$ cat src/sv/uvb_pkg.sv
// shared types, constants and status codes for the block stream validator
`default_nettype none
package uvb_pkg;

  localparam int PAGE_BYTES_DEF   = 256;
  localparam int SECTOR_BYTES_DEF = 4096;
  localparam int FLASH_BYTES_DEF  = 2097152;

  localparam logic [31:0] MAGIC_A      = 32'h0A32_4655;
  localparam logic [31:0] MAGIC_B      = 32'h9E5D_5157;
  localparam logic [31:0] MAGIC_Z      = 32'h0AB1_6F30;
  localparam int          FLAG_NOFLASH = 0;
  localparam int          FLAG_FAMILY  = 13;
  localparam logic [31:0] FAM_ARM_S    = 32'hE48B_FF59;
  localparam logic [31:0] FAM_RISCV    = 32'hE48B_FF60;
  localparam logic [31:0] FAM_ARM_NS   = 32'hE48B_FF61;
  localparam logic [31:0] MAX_PAYLOAD  = 32'd476;

  localparam logic [31:0] WINDOW_BASE_RST  = 32'h1000_0000;
  localparam logic [24:0] STAGING_OFS_RST  = 25'h010_0000;
  localparam logic [24:0] SETTINGS_OFS_RST = 25'h01F_F000;

  // configuration register indexes
  localparam logic [1:0] REG_WINDOW_BASE  = 2'd0;
  localparam logic [1:0] REG_STAGING_OFS  = 2'd1;
  localparam logic [1:0] REG_SETTINGS_OFS = 2'd2;

  localparam logic [3:0] ST_OK       = 4'd0;
  localparam logic [3:0] ST_MAGIC    = 4'd1;
  localparam logic [3:0] ST_SEQ      = 4'd2;
  localparam logic [3:0] ST_FAMILY   = 4'd3;
  localparam logic [3:0] ST_PAYLOAD  = 4'd4;
  localparam logic [3:0] ST_ADDR     = 4'd5;
  localparam logic [3:0] ST_COUNT    = 4'd6;
  localparam logic [3:0] ST_NODATA   = 4'd7;
  localparam logic [3:0] ST_NOORIGIN = 4'd8;

  typedef struct packed {
    logic        end_of_file;
    logic [31:0] magic_first;
    logic [31:0] magic_second;
    logic [31:0] magic_last;
    logic [31:0] flag_bits;
    logic [31:0] load_address;
    logic [31:0] payload_length;
    logic [31:0] seq_number;
    logic [31:0] total_count;
    logic [31:0] family_or_length;
  } in_item_t;

  typedef struct packed {
    logic        final_res;
    logic [3:0]  status;
    logic        mark_sector;
    logic [8:0]  erase_sector;
    logic [31:0] block_total;
  } out_item_t;

  // classified item passed from front to back
  typedef struct packed {
    logic        eof;
    logic        magic_ok;
    logic        noflash;
    logic        fam_bad;
    logic        pay_bad;
    logic        addr_bad;
    logic        skip;
    logic        origin;
    logic        mark;
    logic [8:0]  sector;
    logic [31:0] seq;
    logic [31:0] total;
  } cls_t;

endpackage
`default_nettype wire

$ cat src/sv/uf2_block_stream_validator_unit.sv
// block stream validator: one result per header
// throughput one item per cycle unless the result stalls; the back end sets the pace
// an accepted item is written into the queue, then popped into the result register
// a two-entry queue takes items while a result is stalled, until the queue is full
// rst_n is synchronous: it clears all tracking state and loads the register defaults
`default_nettype none
module uf2_block_stream_validator_unit import uvb_pkg::*; #(
  parameter int PAGE_BYTES   = PAGE_BYTES_DEF,
  parameter int SECTOR_BYTES = SECTOR_BYTES_DEF,
  parameter int FLASH_BYTES  = FLASH_BYTES_DEF
) (
  input  wire logic        clk,
  input  wire logic        rst_n,
  input  wire logic        in_valid,
  output logic             in_stall,
  input  wire in_item_t    in_item,
  output logic             out_valid,
  input  wire logic        out_stall,
  output out_item_t        out_item,
  input  wire logic        cfg_valid,
  output logic             cfg_ready,
  input  wire logic [1:0]  cfg_index,
  input  wire logic [31:0] cfg_data
);

  logic [31:0] window_base_r;
  logic [24:0] staging_ofs_r;
  logic [24:0] settings_ofs_r;
  cls_t        cls, q_head;
  logic        q_full, q_valid, q_pop, push;

  assign cfg_ready = 1'b1;
  assign in_stall  = q_full;
  assign push      = in_valid && !q_full;

  always_ff @(posedge clk) begin
    if (!rst_n) begin
      window_base_r  <= WINDOW_BASE_RST;
      staging_ofs_r  <= STAGING_OFS_RST;
      settings_ofs_r <= SETTINGS_OFS_RST;
    end else if (cfg_valid && cfg_ready) begin
      case (cfg_index)
        REG_WINDOW_BASE:  window_base_r  <= cfg_data;
        REG_STAGING_OFS:  staging_ofs_r  <= cfg_data[24:0];
        REG_SETTINGS_OFS: settings_ofs_r <= cfg_data[24:0];
        default: ;
      endcase
    end
  end

  uvb_front #(
    .PAGE_BYTES  (PAGE_BYTES),
    .SECTOR_BYTES(SECTOR_BYTES),
    .FLASH_BYTES (FLASH_BYTES)
  ) u_front (
    .item        (in_item),
    .window_base (window_base_r),
    .staging_ofs (staging_ofs_r),
    .settings_ofs(settings_ofs_r),
    .cls         (cls)
  );

  uvb_queue u_queue (
    .clk      (clk),
    .rst_n    (rst_n),
    .push     (push),
    .push_data(cls),
    .pop      (q_pop),
    .full     (q_full),
    .not_empty(q_valid),
    .head     (q_head)
  );

  uvb_back u_back (
    .clk      (clk),
    .rst_n    (rst_n),
    .q_valid  (q_valid),
    .q_head   (q_head),
    .q_pop    (q_pop),
    .out_valid(out_valid),
    .out_stall(out_stall),
    .out_item (out_item)
  );

endmodule
`default_nettype wire

$ cat src/sv/uvb_front.sv
// front end: stateless classification of one block header
`default_nettype none
module uvb_front import uvb_pkg::*; #(
  parameter int PAGE_BYTES   = PAGE_BYTES_DEF,
  parameter int SECTOR_BYTES = SECTOR_BYTES_DEF,
  parameter int FLASH_BYTES  = FLASH_BYTES_DEF
) (
  input  wire in_item_t    item,
  input  wire logic [31:0] window_base,
  input  wire logic [24:0] staging_ofs,
  input  wire logic [24:0] settings_ofs,
  output cls_t             cls
);

  localparam int PG_W  = $clog2(PAGE_BYTES);
  localparam int SEC_W = $clog2(SECTOR_BYTES);
  localparam int NSEC  = FLASH_BYTES / SECTOR_BYTES;

  logic [32:0] diff;
  logic [31:0] off0;
  logic [25:0] off1;
  logic [26:0] end_ofs;
  logic [25:0] idx;
  logic        in_flash;
  logic [31:0] fam;

  assign diff    = {1'b0, item.load_address} - {1'b0, window_base};
  assign off0    = diff[31:0];
  // only meaningful once off0 is below the staging offset
  assign off1    = {1'b0, off0[24:0]} + {1'b0, staging_ofs};
  assign end_ofs = {1'b0, off1} + {18'd0, item.payload_length[8:0]};
  assign idx     = off1 >> SEC_W;
  assign in_flash = idx < 26'(NSEC);
  assign fam     = item.family_or_length;

  always_comb begin
    cls.eof      = item.end_of_file;
    cls.magic_ok = (item.magic_first == MAGIC_A) && (item.magic_second == MAGIC_B) &&
                   (item.magic_last == MAGIC_Z);
    cls.noflash  = item.flag_bits[FLAG_NOFLASH];
    cls.fam_bad  = item.flag_bits[FLAG_FAMILY] &&
                   !((fam == FAM_ARM_S) || (fam == FAM_RISCV) || (fam == FAM_ARM_NS));
    cls.pay_bad  = (item.payload_length == 32'd0) || (item.payload_length > MAX_PAYLOAD) ||
                   (item.payload_length[PG_W-1:0] != '0);
    cls.addr_bad = diff[32] || (off0 >= {7'd0, staging_ofs});
    cls.skip     = end_ofs > {2'd0, settings_ofs};
    cls.origin   = off0 == 32'd0;
    cls.mark     = in_flash;
    cls.sector   = in_flash ? idx[8:0] : 9'd0;
    cls.seq      = item.seq_number;
    cls.total    = item.total_count;
  end

endmodule
`default_nettype wire

$ cat src/sv/uvb_queue.sv
// two-entry queue of classified items between front and back
`default_nettype none
module uvb_queue import uvb_pkg::*; (
  input  wire logic clk,
  input  wire logic rst_n,
  input  wire logic push,
  input  wire cls_t push_data,
  input  wire logic pop,
  output logic      full,
  output logic      not_empty,
  output cls_t      head
);

  cls_t       mem_r [2];
  logic       wr_ptr_r, wr_ptr_nxt;
  logic       rd_ptr_r, rd_ptr_nxt;
  logic [1:0] count_r, count_nxt;

  assign full      = count_r == 2'd2;
  assign not_empty = count_r != 2'd0;
  assign head      = mem_r[rd_ptr_r];

  always_comb begin
    wr_ptr_nxt = push ? ~wr_ptr_r : wr_ptr_r;
    rd_ptr_nxt = pop ? ~rd_ptr_r : rd_ptr_r;
    count_nxt  = count_r + {1'b0, push} - {1'b0, pop};
  end

  always_ff @(posedge clk) begin
    if (!rst_n) begin
      wr_ptr_r <= 1'b0;
      rd_ptr_r <= 1'b0;
      count_r  <= 2'd0;
    end else begin
      wr_ptr_r <= wr_ptr_nxt;
      rd_ptr_r <= rd_ptr_nxt;
      count_r  <= count_nxt;
    end
  end

  always_ff @(posedge clk) begin
    if (push) begin
      mem_r[wr_ptr_r] <= push_data;
    end
  end

endmodule
`default_nettype wire

$ cat src/sv/uvb_back.sv
// back end: sequence, total and sticky error tracking, result register
`default_nettype none
module uvb_back import uvb_pkg::*; (
  input  wire logic clk,
  input  wire logic rst_n,
  input  wire logic q_valid,
  input  wire cls_t q_head,
  output logic      q_pop,
  output logic      out_valid,
  input  wire logic out_stall,
  output out_item_t out_item
);

  logic [31:0] next_seq_r, next_seq_nxt;
  logic [31:0] agreed_r, agreed_nxt;
  logic        origin_r, origin_nxt;
  logic        any_data_r, any_data_nxt;
  logic [3:0]  sticky_r, sticky_nxt;
  logic        out_valid_r, out_valid_nxt;
  out_item_t   out_r, res;

  assign q_pop     = q_valid && (!out_valid_r || !out_stall);
  assign out_valid = out_valid_r;
  assign out_item  = out_r;

  always_comb begin
    next_seq_nxt = next_seq_r;
    agreed_nxt   = agreed_r;
    origin_nxt   = origin_r;
    any_data_nxt = any_data_r;
    sticky_nxt   = sticky_r;
    res          = '0;

    if (q_head.eof) begin
      res.final_res = 1'b1;
      if (sticky_r != ST_OK) begin
        res.status = sticky_r;
      end else if (!any_data_r) begin
        res.status = ST_NODATA;
      end else if (!origin_r) begin
        res.status = ST_NOORIGIN;
      end else begin
        res.status      = ST_OK;
        res.block_total = agreed_r;
      end
      next_seq_nxt = 32'd0;
      agreed_nxt   = 32'd0;
      origin_nxt   = 1'b0;
      any_data_nxt = 1'b0;
      sticky_nxt   = ST_OK;
    end else if (sticky_r != ST_OK) begin
      res.status = sticky_r;
    end else begin
      if (!q_head.magic_ok) begin
        res.status = ST_MAGIC;
      end else if (q_head.seq != next_seq_r) begin
        res.status = ST_SEQ;
      end else begin
        next_seq_nxt = next_seq_r + 32'd1;
        if (q_head.noflash) begin
          res.status = ST_OK;
        end else if (q_head.fam_bad) begin
          res.status = ST_FAMILY;
        end else if (q_head.pay_bad) begin
          res.status = ST_PAYLOAD;
        end else if (q_head.addr_bad) begin
          res.status = ST_ADDR;
        end else if (q_head.skip) begin
          res.status = ST_OK;
        end else begin
          any_data_nxt = 1'b1;
          if (q_head.origin) begin
            origin_nxt = 1'b1;
          end
          if (agreed_r == 32'd0) begin
            agreed_nxt       = q_head.total;
            res.status       = ST_OK;
            res.mark_sector  = q_head.mark;
            res.erase_sector = q_head.sector;
          end else if (q_head.total != agreed_r) begin
            res.status = ST_COUNT;
          end else begin
            res.status       = ST_OK;
            res.mark_sector  = q_head.mark;
            res.erase_sector = q_head.sector;
          end
        end
      end
      sticky_nxt = res.status;
    end
  end

  always_comb begin
    out_valid_nxt = out_valid_r;
    if (q_pop) begin
      out_valid_nxt = 1'b1;
    end else if (!out_stall) begin
      out_valid_nxt = 1'b0;
    end
  end

  always_ff @(posedge clk) begin
    if (!rst_n) begin
      next_seq_r  <= 32'd0;
      agreed_r    <= 32'd0;
      origin_r    <= 1'b0;
      any_data_r  <= 1'b0;
      sticky_r    <= ST_OK;
      out_valid_r <= 1'b0;
    end else begin
      out_valid_r <= out_valid_nxt;
      if (q_pop) begin
        next_seq_r <= next_seq_nxt;
        agreed_r   <= agreed_nxt;
        origin_r   <= origin_nxt;
        any_data_r <= any_data_nxt;
        sticky_r   <= sticky_nxt;
      end
    end
  end

  always_ff @(posedge clk) begin
    if (q_pop) begin
      out_r <= res;
    end
  end

endmodule
`default_nettype wire

$ cat config.mk
export PLATFORM = sky130hd
export DESIGN_NAME = uf2_block_stream_validator_unit
export DESIGN_NICKNAME = d
export VERILOG_FILES = /design/src/sv/uvb_pkg.sv /design/src/sv/uf2_block_stream_validator_unit.sv /design/src/sv/uvb_front.sv /design/src/sv/uvb_queue.sv /design/src/sv/uvb_back.sv
export SDC_FILE = /design/constraint.sdc
export NUM_CORES = 1
export LEC_CHECK = 0
export ABC_AREA = 1
export BUFFER_PORTS_ARGS = -buffer_cell sky130_fd_sc_hd__buf_2
export CORE_AREA = 5 5 250 252
export CTS_CLUSTER_DIAMETER = 30
export DETAILED_ROUTE_END_ITERATION = 8
export DIE_AREA = 0 0 255 257
export MAX_ROUTING_LAYER = met4
export SLEW_MARGIN = 20
export SYNTH_ARGS = -nofsm -noshare
export SYNTH_HDL_FRONTEND = slang
export SYNTH_HIERARCHICAL = 1
export SYNTH_SLANG_ARGS = --single-unit
export TNS_END_PERCENT = 100
$ cat constraint.sdc
create_clock -name clk -period 8.36 [get_ports clk]
set_clock_uncertainty 0.1 [all_clocks]
set_input_delay 0.836 -clock clk [delete_from_list [all_inputs] [get_ports clk]]
set_output_delay 0.836 -clock clk [all_outputs]
set_load 0.005 [all_outputs]
After elaboration in Yosys (flattened, before gate mapping)
Memories as Yosys holds them, arrays and structs flattened. A register that Yosys moved wholly into a read port is not among the register bits.
Cells that the tools add are included.
Widths: inputs -> output; s select.
{ "classes": {"div": 0, "bitwise_logic": 6, "reduce_logical": 34, "n_addsub": 6, "muxes": 57, "n_eq_ne": 19, "order_cmp": 4, "n_shift": 0, "n_mul": 0} }
{ "op_table": {"columns": ["op", "count"], "rows": [
  ["$mux 32", 14],
  ["$eq 32x32->1 const B", 4],
  ["$logic_not 32->1", 3],
  ["$eq 32x28->1 const B", 2],
  ["$ne 32x32->1", 2],
  ["$mux 4", 13],
  ["$sub 32x32->33", 1],
  ["$add 32x1->32 const B", 1],
  ["$ge 32x25->1", 1],
  ["$gt 32x9->1 const B", 1],
  ["$add 26x9->27", 1],
  ["$gt 27x25->1", 1],
  ["$add 25x25->26", 1],
  ["$mux 1", 26],
  ["$reduce_and 10->1", 2],
  ["$lt 14x10->1 const B", 1],
  ["$mux 13", 1],
  ["$ne 2x1->1 const B", 6],
  ["$mux 10", 1],
  ["$mux 9", 1],
  ["$reduce_and 9->1", 1],
  ["$reduce_or 9->1", 1],
  ["$reduce_bool 2->1", 4],
  ["$reduce_bool 8->1", 1],
  ["other kinds (15)", 36]
]} }
{ "word_totals": {"inputBits": 328, "rom_bits": 0, "ff_bits": 204, "memories": 1, "latchBits": 0, "output_inout_bits": 50, "ramBits": 164} }
{ "memory_table": {"columns": ["memory", "words", "word_bits", "read_ports", "rd_ports_with_merged_regs", "wr", "line", "rtl"], "rows": [
  ["u_queue.mem_r", 2, 82, 1, 1, 1, "uvb_queue.sv:14", "cls_t mem_r [2];"]
]} }

Depth between registers and ports, before layout
Gate-level depths: netlist of the first run.
{ "logic_depth": {"ltp_word": 12, "ltp_mapped": 46, "ltp_nobuf": 46} }

Modules after synthesis
The synthesis of the first run kept the hierarchy.
{ "by_module_without_submodules": {"columns": ["module", "cells_each", "instances", "seq_area_each_um2", "area_each_um2"], "rows": [
  ["uvb_front", 1230, 1, 0.0, 7083.0],
  ["uvb_back", 933, 1, 2832.7, 6702.7],
  ["uvb_queue", 288, 1, 5024.8, 6545.0],
  ["uf2_block_stream_validator_unit", 513, 1, 1641.6, 3452.1]
]} }

Worst setup path before layout of the first run
OpenSTA, ideal clock, no wires.
{ "synth_timing": {"path_type": "input to register", "startpoint": "input port in_item[128] in the netlist's numbering", "endpoint": "memory u_queue/mem_r[0][75] in the netlist's numbering (data pin)", "setup_time_ns": 0.265, "path_slack_ns": 2.498, "cell_stages": 46, "arrival_time_ns": 5.497, "required_time_ns": 7.995, "n_path_buf": 0, "path_cell_list": "inv_1 ha_1 inv_1 fa_1 nand2_1 nand2_1 nand2_1 nand2_1 nand2_1 inv_1 ha_1 inv_1 nand2_1 inv_1 nand2_2 nand2_2 inv_1 o21ai_0 [... 10 more ...] nand3b_1 nor2_2 xor2_1 ha_1 nand2_1 inv_1 nand3_1 inv_1 a21oi_1 nand2_1 nand2_1 nand2_1 nand3_1 nand2_1 a22oi_1 nand2_1 inv_1 nand3_1"} }
{ "synth_lines": {"columns": ["item", "line", "rtl"], "rows": [
  ["start, declared", "uf2_block_stream_validator_unit.sv:16", "input wire in_item_t in_item,"],
  ["end, declared", "uvb_queue.sv:14", null]
]} }

==> results.md, run 1 <==
- Synth Instances: 2,964
- Clock sink count: 369
- Slew @ Worst Pin: 1.08 ns
- Final WS setup: 2.32 ns
- Sequential Power Share: 29.5%
- # resized after CTS: 0
- CTS Hold Bufs: 0
- Drt total wl: 62.2 mm
- Total power: 8.21 mW
- Critical Path End Type: flop
- First-pass GRT wire length: 98.0 mm
- Clk buf depth: 3
- Most frequent CP cell: nand2_1
- DRT iter0 DRCs: 1,037
- Leak Pwr: 12.9 nW
- Maximum Capacitance Violations: 0
- Slowest stage delay, CP: 0.46 ns
- Pin count of the biggest net entering global routing: 101
- Inst Count DP: 3,941
- CP arrival: 6.29 ns
- Internal power: 5.55 mW
- Initial Utilization: 39.7%
- Setup TNS: 0 ns
- RSZ-0062 raised after global routing: false
- CP Launch Type: primary input
- Slew Limit Fails: 0
- Via-to-Cell Ratio: 4.78
- Post-CTS Setup Bufs: 0
- CTS tree: yes
- Critical Path Fanout Max: 5
- Share of layout cells above drive strength 1: 20.2%
- Warnings from Yosys: 6
- Sw Share: 32.4%
- Num ports: 378
- DRC: 0
- Final hold slack: 0.302 ns
- CTS buffer count: 86
- Die Span Y: 257 um
- Hold Vio Cnt, Final: 0
- IO buf count: 346
- Final period utilization: 72.3%
- Setup violations, final: 0
- CTS Root Cell: clkbuf_16
- Hold crit path type: in2reg
- Worst-path clk slew: 0.05 ns
- Multi-input gate area: 0.0116 sq mm
- Max H-tree Level: 3
- Seq/Total Area, Yosys: 39.9%
- Worst-skew pair later-pin latency: 0.62 ns
- Netlist cell types: 63
- Initial antenna violation count: 6
- Synth Net Count: 3,418
- Clock group share of total power: 42.5%
- Crit-path slowest cell: fa_1
- Max VDD drop: 0.162 mV
- Net Sw Power: 2.66 mW
- Fillcell total: 5,950
- Area grow syn2layout: 20.2%
- Fmax: 165 MHz
- Combinational cell fraction of total power: 28.1%
- Routed len/inst: 15.1 um
- Post-layout util: 47.7%
- Drt pass-1 iters: 5
- Critical Path RT: 8.61 ns
- Synth Cell Area: 0.0238 sq mm
- Mapped Avg Cell Area: 8.02 sq um
- Register area: 0.00950 sq mm
- Vias: 19,643
- Die area: 0.0655 sq mm
- Dpl ws: 1.67 ns
- Detailed Place HPWL: 46.6 mm
- Final instance area: 0.0286 sq mm
- Remaining global-route overflow: 0
- Cell Pwr Density: 287 mW/mm^2
- ANT nets after route: 0
- Type of the worst setup path: in2reg
- Vias in the first global route: 19,070
- Final non-filler cell total: 4,107
- Synth Register Bits: 369
- Slew HR: 28.3%
- Core area: 0.0599 sq mm
- Row cnt: 90
- Tmin final: 6.04 ns
- Status: complete, no violations
- Total GRT Usage: 18.9%
- Die Width: 255 um
- Gpl congestion: 0.918
- Layout net count: 3,701
- Placed cell areas: 0.0255 sq mm
## worst paths after layout
path,start,end,slack [ns],depth (start not counted)
max,in_item[128],u_queue/mem_r[1][75],2.32,47
min,in_item[90],u_queue/mem_r[1][58],0.30,1
max reg2reg,window_base_r[0],u_queue/mem_r[1][75],2.36,45
min reg2reg,window_base_r[28],window_base_r[28],0.36,2
## kinds of logic (layout without fill, tap and decap cells)
kind of cell | Yosys count | in the layout | share of synthesized area [%]
DFF | 369 | 369 | 39.9
AOI/OAI and AO/OA | 260 | 260 | 6.09
adders and majority gates | 126 | 126 | 6.72
muxes | 82 | 82 | 5.15
other | 1 | 6 | 0.0158
buffers and inverters | 598 | 954 | 11.6
xor gates and xnor gates | 122 | 122 | 4.62
and+or+nand+nor | 1406 | 1406 | 25.9
## power by group through the flow
stage | clock, mW | combinational [mW] | sequential [mW]
global route | 3.66 | 2.60 | 2.45
finish | 3.49 | 2.31 | 2.42
floorplan | 0 | 1.84 | 2.39
global placement | 0 | 2.31 | 2.45
CTS | 3.56 | 2.33 | 2.43
detailed placement | 0 | 2.32 | 2.46
## cells in the final DEF (no fill, tap or decap), types with 7 or more instances in the layout
master	synthesis	routed
mux2_4	80	80
o21ai_0	41	41
xor2_1	71	71
nand2_2	14	14
clkinvlp_4	0	11
clkbuf_8	0	10
buf_2	34	345
inv_1	422	420
nand4_1	75	75
a21oi_1	170	170
nor2_2	17	16
clkbuf_16	0	87
ha_1	123	123
nor3_1	45	45
clkinv_2	0	12
nand2_1	612	612
buf_4	81	12
nor4_1	32	32
xnor2_1	47	47
edfxtp_1	211	211
inv_2	14	15
clkbuf_1	22	8
dfxtp_1	158	157
nand3b_1	7	7
nand3_1	195	194
bufinv_16	0	12
nor2_1	377	376
## sequential cells by signal (all words and copies together), names as in the netlist, 2 cells and up, named ones only
name	count
window_base_r	32
u_back/out_item	47
u_queue/count_r	2
settings_ofs_r	25
u_back/next_seq_r	32
staging_ofs_r	25
u_queue/mem_r	164
u_back/sticky_r	4
u_back/agreed_r	32
## synthesized netlist by cell type, drive strengths merged
library cell  count  area, sq um
a2111oi           1         8.76
a211oi            6         45.0
a21boi            6         52.6
a21o              5         37.5
a21oi           177          927
a22oi             2         15.0
a31oi             5         31.3
buf             138         1030
clkbuf           24         92.6
conb              1         3.75
dfxtp           158         3160
edfxtp          211         6340
fa                3         60.1
ha              123         1540
inv             436         1640
mux2             82         1220
nand2           628         2410
nand2b            2         12.5
nand3           201         1040
nand3b            7         52.6
nand4            77          503
nor2            398         1580
nor3             46          235
nor3b             3         22.5
nor4             34          225
nor4b             3         26.3
o211a             1         10.0
o211ai            4         30.0
o21a              5         37.5
o21ai            43          215
o21bai            4         30.0
o31ai             1         7.51
or2               5         31.3
or4               2         15.0
xnor2            48          428
xor2             74          671
## critical path: cells and delay by family
family	cells	cell delay (ns)
buffers and inverters	9	0.65
AOI/OAI and AO/OA	5	0.77
xor gates and xnor gates	2	0.29
adders and majority gates	5	1.47
and+or+nand+nor	26	2.25
## metal layers
layer / vias up / global-route usage, % / part of all wire (%) / routed length (um)
met2: 441 / 30.5 / 48 / 29600
met4: 0 / 5.53 / 2.1 / 1290
met1: 8934 / 24.6 / 45 / 28300
met5: - / - / 0 / 0
met3: 97 / 2.98 / 5.0 / 3090
li1: 10171 / - / - / -
## cell type report
type,instances,area share (%)
clock buffer,105,8.20
tap,782,3.42
antenna,5,0.0438
inverter,436,5.73
sequential,369,33.2
timing repair buffer,357,6.35
clock inverter,56,2.62
multi-input combinational,1997,40.4
Power figures use the tool's default switching activity.
==> inputs of run 2 (changes only) <==
Clock period 8.36 ns to 5.9 ns, I/O delays scaled along.
==> run 2 against run 1 <==
Sequential share of layout area decreased by 0.97 points. Global-route usage increased by 0.091 points. Clock power increased by 45%. Cell count increased by 1.9%. Utilization increased by 1.4 points. Critical path depth decreased by 12. Worst hold slack got worse by 0.24 ns. Non-clock buffer count increased by 69. Critical endpoint unchanged. Largest cell class unchanged. Highest routed layer unchanged.
==> results.md, run 2 (synthesis results as in run 1) <==
- First-pass GRT wire length: 98.9 mm
- Area grow syn2layout: 23.9%
- Type of the worst setup path: reg2reg
- Vias in the first global route: 19,157
- Most frequent CP cell: nand2_1
- Met2 WL: 29.2 mm
- Setup violations, final: 0
- Critical Path End Type: flop
- Sequential Power Share: 28.6%
- Multi-input gate area: 0.0118 sq mm
- DRC: 0
- Fmax: 183 MHz
- Reg with most FFs: u_queue/mem_r
- Routed len/inst: 14.9 um
- Detailed Place HPWL: 46.9 mm
- Crit-path slowest cell: fa_2
- Die Width: 255 um
- Remaining global-route overflow: 0
- M1 wire length: 28.6 mm
- CTS buffer count: 92
- Total GRT Usage: 19.0%
- Critical Path Fanout Max: 5
- Cell Pwr Density: 405 mW/mm^2
- Critical Path RT: 6.17 ns
- Clk buf depth: 3
- Sw Share: 32.5%
- Initial antenna violation count: 4
- Slew Limit Fails: 0
- IO buf count: 346
- DRT iter0 DRCs: 925
- Maximum Capacitance Violations: 0
- CP Launch Type: flop
- Initial Utilization: 39.7%
- CTS tree: yes
- Clock sink count: 369
- Layout net count: 3,776
- Max VDD drop: 0.282 mV
- Placed cell areas: 0.0259 sq mm
- Slew @ Worst Pin: 1.07 ns
- Die Span Y: 257 um
- Leak Pwr: 13.3 nW
- Most common cell after layout, fill and taps aside: nand2_1
- Final period utilization: 92.6%
- Met3 Wirelength: 3.23 mm
- CTS Hold Bufs: 0
- Share of layout cells above drive strength 1: 23.1%
- CP arrival: 5.73 ns
- Slowest stage delay, CP: 0.43 ns
- Final hold slack: 0.0629 ns
- Register area: 0.00950 sq mm
- Top Metal Used: met4
- Clock group share of total power: 42.3%
- Gpl congestion: 0.913
- Internal power: 8.06 mW
- Fillcell total: 5,860
- Vias: 19,871
- Worst-path clk slew: 0.05 ns
- Tmin final: 5.46 ns
- Num ports: 378
- Die area: 0.0655 sq mm
- Via-to-Cell Ratio: 4.75
- Commonest non-fill, non-tap cells in the layout: 605 x nand2_1, 415 x inv_1, 373 x nor2_1
- Max H-tree Level: 3
- Dpl ws: -0.161 ns
- Hold crit path type: in2reg
- Final instance area: 0.0295 sq mm
- ANT nets after route: 0
- Slew HR: 28.5%
- Final WS setup: 0.438 ns
- Max reg flops: 164
- CTS Root Cell: clkbuf_16
- Net Sw Power: 3.88 mW
- Row cnt: 90
- Hold Vio Cnt, Final: 0
- Drt pass-1 iters: 5
- Pin count of the biggest net entering global routing: 101
- Combinational cell fraction of total power: 29.1%
- Status: complete, no violations
- Worst-skew pair later-pin latency: 0.62 ns
- Core area: 0.0599 sq mm
- Drt total wl: 62.5 mm
run 2: changes by cell type in the layout (fill, tap and decap cells not counted), sizes merged:
| cell | before | now |
|---|---|---|
| buf | 357 | 426 |
| clkbuf | 105 | 116 |
| clkinvlp | 11 | 6 |
| clkinv | 25 | 29 |
| inv | 444 | 448 |
| bufinv | 12 | 9 |
| diode | 5 | 4 |
run 2: cell type report:
cell class,instances,area share [%]
antenna,4,0.0340
sequential,369,32.3
inverter,436,5.56
timing repair buffer,426,7.97
clock buffer,116,8.50
tap,782,3.32
multi-input combinational,1997,40.0
clock inverter,56,2.31
run 2: path summary, 6_finish.rpt:
path / slack, ns / end / cells after the start / startpoint
min reg2reg: 0.35 / window_base_r[28] / 2 / window_base_r[28]
max: 0.44 / u_queue/mem_r[1][75] / 35 / window_base_r[0]
min: 0.06 / u_queue/mem_r[1][29] / 1 / in_item[61]
max reg2reg: 0.44 / u_queue/mem_r[1][75] / 35 / window_base_r[0]
run 2: power by group through the flow:
stage          Combinational [mW]  Clock (mW)  Sequential [mW]
2_1_floorplan                2.60           0             3.39
3_3_place_gp                 3.40           0             3.46
3_5_place_dp                 3.42           0             3.47
4_1_cts                      3.44        5.15             3.42
5_1_grt                      3.92        5.32             3.46
6_report                     3.47        5.05             3.42
run 2: critical path: cells and delay by family (launching register included):
family / cells / cell delay [ns]
adder cells (fa/ha/maj): 4 / 1.24
flip-flops: 1 / 0.34
AO/OA/AOI/OAI: 4 / 0.71
buffers and inverters: 6 / 0.61
AND/OR/NAND/NOR: 20 / 2.06
XOR/XNOR: 1 / 0.14
run 2: what timing repair did:
| item | 4_1_cts | 5_1_grt |
|---|---|---|
| resized for setup | 0 | 53 |
| buffers inserted | 0 | 10 |
| setup endpoints to repair | 0 | 2 |
run 2: stage by stage:
stage               power (mW)  util [%]  setup TNS, ns  cells
floorplan                 5.99         -              0   2964
detailed placement        6.89      43.3         -0.323   4000
global placement          6.86      43.3         -0.229   4000
global route              12.7      49.2        -0.0600   4186
CTS                       12.0      48.6              0   4172
finish                    11.9      49.2              0   4186
run 2: layer usage:
metal,track usage (%),vias up
met4,5.19,0
li1,-,10327
met2,30.1,475
met1,25.0,8973
met5,-,-
met3,3.65,96
